**src/rtl/asp_ram.sv**
```systemverilog
// Generic single-write, single-read RAM with registered read data.
// No dependencies; instantiated for every store of the core.
module asp_ram #(
  parameter int WIDTH = 8,
  parameter int DEPTH = 16,
  localparam int AW = (DEPTH > 1) ? $clog2(DEPTH) : 1
) (
  input  logic             clk,
  input  logic             we,
  input  logic [AW-1:0]    waddr,
  input  logic [WIDTH-1:0] wdata,
  input  logic [AW-1:0]    raddr,
  output logic [WIDTH-1:0] rdata
);

  logic [WIDTH-1:0] mem [DEPTH];

  // Write, then register the read port
  always_ff @(posedge clk) begin
    if (we) begin
      mem[waddr] <= wdata;
    end
    rdata <= mem[raddr];
  end

endmodule

```
**config.mk**
```make
export PLATFORM = sky130hd
export DESIGN_NAME = asp_ram
export DESIGN_NICKNAME = d
export VERILOG_FILES = /design/src/rtl/asp_ram.sv
export SDC_FILE = /design/constraint.sdc
export NUM_CORES = 1
export LEC_CHECK = 0
export BUFFER_PORTS_ARGS = -buffer_cell sky130_fd_sc_hd__buf_2
export CAP_MARGIN = 15
export CORE_MARGIN = 10
export CORE_UTILIZATION = 65
export DETAILED_ROUTE_END_ITERATION = 10
export PLACE_DENSITY_LB_ADDON = 0.15
export SYNTH_ARGS = -nofsm -noshare
export SYNTH_HDL_FRONTEND = slang
export SYNTH_SLANG_ARGS = --single-unit
```
**constraint.sdc**
```tcl
create_clock -name clk -period 4.2 [get_ports clk]
set_clock_uncertainty 0.2 [all_clocks]
set_input_delay 0.42 -clock clk [delete_from_list [all_inputs] [get_ports clk]]
set_output_delay 0.42 -clock clk [all_outputs]
set_load 0.05 [all_outputs]
```
After elaboration in Yosys (flattened, before gate mapping)
Memories as Yosys holds them, arrays and structs flattened. A register that Yosys moved wholly into a read port is not among the register bits.
Cells that the tools add are included.
Widths: inputs -> output; s select.
{"block": "word_totals", "ff_bits": 0, "ramBits": 128, "output_inout_bits": 8, "elab_cells": 3, "n_memories": 1}
{"name": "mem", "words": 16, "word_bits": 8, "read_ports": 1, "rd_clocked_by_memory_dff": 1, "write_ports": 1, "line_no": "16", "source": "logic [WIDTH-1:0] mem [DEPTH];"}
{"block": "op_classes", "mux": 2}
{"op": "$mux 1", "count": 2}

Depth between registers and ports, before layout
Gate-level depths: netlist (run 1).
{"block": "depth", "word_depth": 2, "ltp_mapped": 5}

Worst setup path before layout (run 1)
Ideal clock, no wire load.
{"block": "synth_timing", "path_kind": "input-to-reg", "from": "input waddr[2]", "to": "memory mem[0][0], enable pin", "t_arrival_ps": 1530, "required_ps": 3617, "slack_ps": 2087, "cell_stages": 2, "path_cell_list": "or3b_2 nor3_1"}
{"item": "start: declaration", "line_no": "10", "source": "input logic [AW-1:0] waddr,"}
{"item": "end: declaration", "line_no": "16"}
Straight into the memory's write port.

==> results of run 1 <==
[where the power goes]
part           leakage [nW]  switching, mW  total, mW  internal, mW
sequential             1.22         0.0104       1.53          1.52
combinational         0.487          0.108      0.162        0.0546
clock                 0.269          0.594       1.40         0.807
total                  1.98          0.712       3.09          2.38
[sequential cells by signal, indices dropped and copies added (netlist names)]
register  flops
mem         128
rdata         8
[cells by family after synthesis]
group / share of synthesized area (%)
DFF: 77.8
muxes: 15.0
and+or+nand+nor: 3.18
buffers and inverters: 1.68
AOI/OAI and AO/OA: 2.33
[layer usage]
layer | wire length [um] | track usage (%)
met4 | 114 | 7.16
met5 | 0 | 0
met1 | 4070 | 25.4
met2 | 4560 | 25.1
met3 | 911 | 6.31
[worst min-delay path by stage]
stage / from / endpoint / slack (ps) / cells past startpoint
after floorplan: wdata[0] / mem[0][0] / 320 / 0
after global placement: mem[11][1] / rdata[1] / 460 / 3
after detailed placement: mem[10][1] / rdata[1] / 470 / 3
after CTS: wdata[7] / mem[9][7] / 60 / 1
after global routing: wdata[2] / mem[6][2] / 80 / 1
final: wdata[4] / mem[10][4] / 80 / 1
[cell type report]
class	count	area share, %
flip-flops and latches	136	67.7
clock buffers	17	7.01
well taps	102	2.16
clock inverters	15	2.62
repair buffers	28	2.50
multi-input cells	83	18.0
[placed cells by master, fill, tap and decap left out, drive strengths merged, types with 2 or more instances in the layout]
master / count
inv: 9
nand2: 9
buf: 28
nor2: 13
nor3: 4
clkinvlp: 4
clkbuf: 17
nand2b: 2
mux4: 32
dfxtp: 8
edfxtp: 128
nand3b: 2
a22oi: 16
[critical path: cells and delay by family]
family          cells  cell delay, ps
mux                 1             690
compound gates      1             320
buf+inv             1             760
simple gates        1              80
==> impl_metrics.toml, run 1 <==
[setup_path]
slowest_stage = "buf_2"
reg2reg_depth = 3
cp.required_ps = 4400
worstReg2RegStart = "mem[9][4]"
endpoint = "rdata[4]"
crit_type = "input pin to register"
crit_start = "raddr[0]"
arrival_ps = 2290
path_cells = "buf_2 -> mux4_1 -> a22oi_1 -> nand2_1"
max_stage_delay_ps = 760
worst_setup_path_start_kind = "input pin"
ff2ff_setup_slack_ps = 2560
cp_max_fo = 32
endpoint_kind = "register"
r2r-end = "rdata[4]"

[placed_design]
placed_area_um2 = 5340
dp_cells = 349
pre_cts_slack_ps = 1590
gp_congestion = 0.787
io_buffer_count = 25
dpl.hpwl_um = 5870

[final_layout]
synthToLayoutAreaGrowth_pct = 14.8
layoutNonFillerInstCount = 381
seq_area_um2 = 4000
post-route-util_pct = 76.5
fillCellCount = 393
fin_area_um2 = 5910
antenna_cells = 0
multiInputGateArea_um2 = 1060
drive_gt1_share_pct = 28.7
fin_nets = 284

[detailed_routing]
drt_iter0_drc = 249
ant_nets = 0
drtPass1Iterations = 4
drc = 0
routedWlPerCell_um = 25.4
num_vias = 2368
wl_um = 9660
routed_via_density = 6.22

[logic_synthesis]
synth_area_leaders = "edfxtp_1 (75%), mux4_2 (7.9%), mux4_1 (7.1%)"
avgSynthCellArea_um2 = 22.5
yosysMostFrequentCell = "edfxtp_1"
syn_area_um2 = 5150
synthTopCellsByCount = "edfxtp_1 (128), mux4_2 (18), a22oi_1 (16)"
netlist.area_leader.share_pct = 74.7
yosysUniqueCellTypes = 19
ys_ff_latch = 136
synth_ff_type = "edfxtp_1"
yosysTopAreaCell = "edfxtp_1"
seq_area_frac_synth_pct = 77.8
synth_edf_count = 128
synthCells = 229
ys_warn_count = 0
async_flop_share_pct = 0
synth_nets = 247

[floorplanning]
rows = 32
start_util_pct = 66.6
die_h_um = 109
core_region_area_um2 = 7730
boundaryPins = 26
die_x_um = 109
die-area_um2 = 11900

[clocking]
numCtsBuffers = 17
root_buffer = "clkbuf_8"
clk_pin_slew_ps = 60
cts_resized = 0
post_cts_buffers = 0
cts_buffer_depth = 2
hold_buffers = 0
clkSinkCount = 136
clk_latency_ps = 520
cts_tree = "yes"
h-tree-depth = 4

[global_routing]
grt.total_usage_pct = 17.9
grt_pass1_vias = 2454
grt_pass1_wl_um = 14900
grt_max_degree = 33
grt_antenna_before_repair = 0
grt_overflow = 0

[timing]
max_freq_mhz = 479
setup_viol = 0
hold_violations = 0
rsz0062_at_grt = "no"
final.setup.worst_slack_ps = 2110
fin_setup_tns_ps = 0
min_period_over_period_pct = 49.7
drv_slew = 0
tightest_slew_ps = 1030
layout_min_cycle_time_ps = 2090
relSlewSlack_pct = 31.3
whs_ps = 84.9

[power]
power_density_nw_per_um2 = 523
p_leak_nw = 1.98
ir_worst_vdd_mv = 0.426
total_power_mw = 3.09

[hold_path]
min_path_type = "input pin to register"

[outcome]
status = "finished, final reports clean"

[flow_run]
cap_violations = 0
Note: power is estimated with default switching activity, not from simulation.
==> run 2: changes to the inputs <==
Settings changed: CORE_UTILIZATION 65 to 60.
Clock period 4.2 ns to 1.97 ns, I/O delays scaled along.
==> run 2 against run 1 <==
Register-to-register slack got worse by 2300 ps; critical path type is now register to register; combinational power is 130% higher; largest power group unchanged; critical path depth fell by 1; sequential share of layout area down 3.0 points.
==> impl_metrics.toml, run 2 (synthesis results as in run 1) <==
[floorplanning]
boundaryPins = 26
die_h_um = 113
die-area_um2 = 12700
start_util_pct = 62.0
core_region_area_um2 = 8300
die_x_um = 113
rows = 33

[setup_path]
critPathTopFamily = "multiplexers"
cp.required_ps = 2170
critPathBufInv = 0
path_cells = "mux4_1 -> a22oi_1 -> nand2_1"
slowest_stage = "mux4_1"
endpoint_kind = "register"
worst_setup_path_start_kind = "register"
arrival_ps = 1860
cp_max_fo = 1
crit_type = "register to register"
max_stage_delay_ps = 560

[final_layout]
post-route-util_pct = 74.5
largest_reg_flops = 128
drive_gt1_share_pct = 31.4
antenna_cells = 0
layout_common_cells = "edfxtp_1 (128), buf_2 (25), buf_4 (19)"
reg.largest.list = "mem (128), rdata (8)"
fin_area_um2 = 6180
top_register = "mem"
fin_nets = 311
synthToLayoutAreaGrowth_pct = 20.1
layout_commonest_cell = "edfxtp_1"
fillCellCount = 465
layoutNonFillerInstCount = 411

[global_routing]
grt_pass1_vias = 2651
grt_overflow = 0
grt.total_usage_pct = 16.2
grt_pass1_wl_um = 15200
grt_max_degree = 33
grt_antenna_before_repair = 0

[timing]
relSlewSlack_pct = 70.6
tightest_slew_ps = 441
min_period_over_period_pct = 84.3
max_freq_mhz = 602
layout_min_cycle_time_ps = 1660
hold_violations = 0
whs_ps = 43.7
rsz0062_at_grt = "no"
setup_viol = 0
final.setup.worst_slack_ps = 309
drv_slew = 0
fin_setup_tns_ps = 0

[placed_design]
placed_area_um2 = 5500
dp_cells = 370
gp_congestion = 0.775
dpl.hpwl_um = 6120
pre_cts_slack_ps = 143
io_buffer_count = 25

[clocking]
h-tree-depth = 4
clkSinkCount = 136
cts_buffer_depth = 2
hold_buffers = 9
cts_tree = "yes"
root_buffer = "clkbuf_8"
clk_latency_ps = 510
clk_pin_slew_ps = 60
post_cts_buffers = 0
numCtsBuffers = 17
cts_resized = 0

[power]
total_power_mw = 6.72
p_sw_share_pct = 21.0
p_leak_nw = 2.12
p_comb_share_pct = 5.6
ir_worst_vdd_mv = 0.671
p_clk_share_pct = 46.0
p_int_mw = 5.31
p_switching_mw = 1.41
power_density_nw_per_um2 = 1090
pwr-share-seq_pct = 48.4

[detailed_routing]
ant_nets = 0
drc = 0
routedWlPerCell_um = 23.3
drtPass1Iterations = 4
drt_iter0_drc = 146
routed_via_density = 6.09
num_vias = 2504
wl_um = 9590

[hold_path]
min_path_type = "input pin to register"

[flow_run]
cap_violations = 0

[outcome]
status = "finished, final reports clean"
==> run 2: changes by cell type in the layout (fill, tap and decap cells not counted), moves of 2 or more <==
cell           change
clkinvlp_4         +2
buf_12             +2
inv_8              -3
buf_4             +16
bufinv_16          +2
inv_6              -4
dlygate4sd3_1      +9
==> run 2: path summary, 6_finish.rpt <==
check	from	endpoint	slack, ps	cells after the start
worst max-delay path	mem[1][1]	rdata[1]	310	3
worst min-delay path	raddr[3]	rdata[7]	40	4
worst max register to register	mem[1][1]	rdata[1]	310	3
worst min register to register	mem[14][2]	rdata[2]	460	3
==> run 2: worst min-delay path, delay by kind of cell <==
family / cells / cell delay, ps
and+or+nand+nor: 2 / 230
AOI/OAI and AO/OA: 1 / 170
buffers and inverters: 1 / 110
==> run 2: power groups by stage <==
stage / sequential [mW] / clock (mW) / combinational (mW)
detailed placement: 3.31 / 0 / 0.366
global placement: 3.31 / 0 / 0.359
floorplan: 3.38 / 0 / 0.164
global route: 3.26 / 3.26 / 0.409
finish: 3.25 / 3.09 / 0.378
CTS: 3.25 / 3.13 / 0.383
==> run 2: final cells by class <==
cell class,count,area (um2),share of cell area [%]
tap,105,131,2.12
multi-input combinational,83,1060,17.1
clock inverter,14,175,2.83
timing repair buffer,55,398,6.43
clock buffer,18,418,6.76
sequential,136,4000,64.8
==> run 2: metal layers <==
layer / share of wire, % / track usage [%] / wire length (um) / up-vias
met5: 0 / 0 / 0 / -
met4: 1.8 / 6.43 / 175 / 0
met3: 6.9 / 4.79 / 666 / 16
met2: 50 / 25.2 / 4750 / 89
met1: 42 / 21.0 / 4000 / 1295
li1: - / - / - / 1104
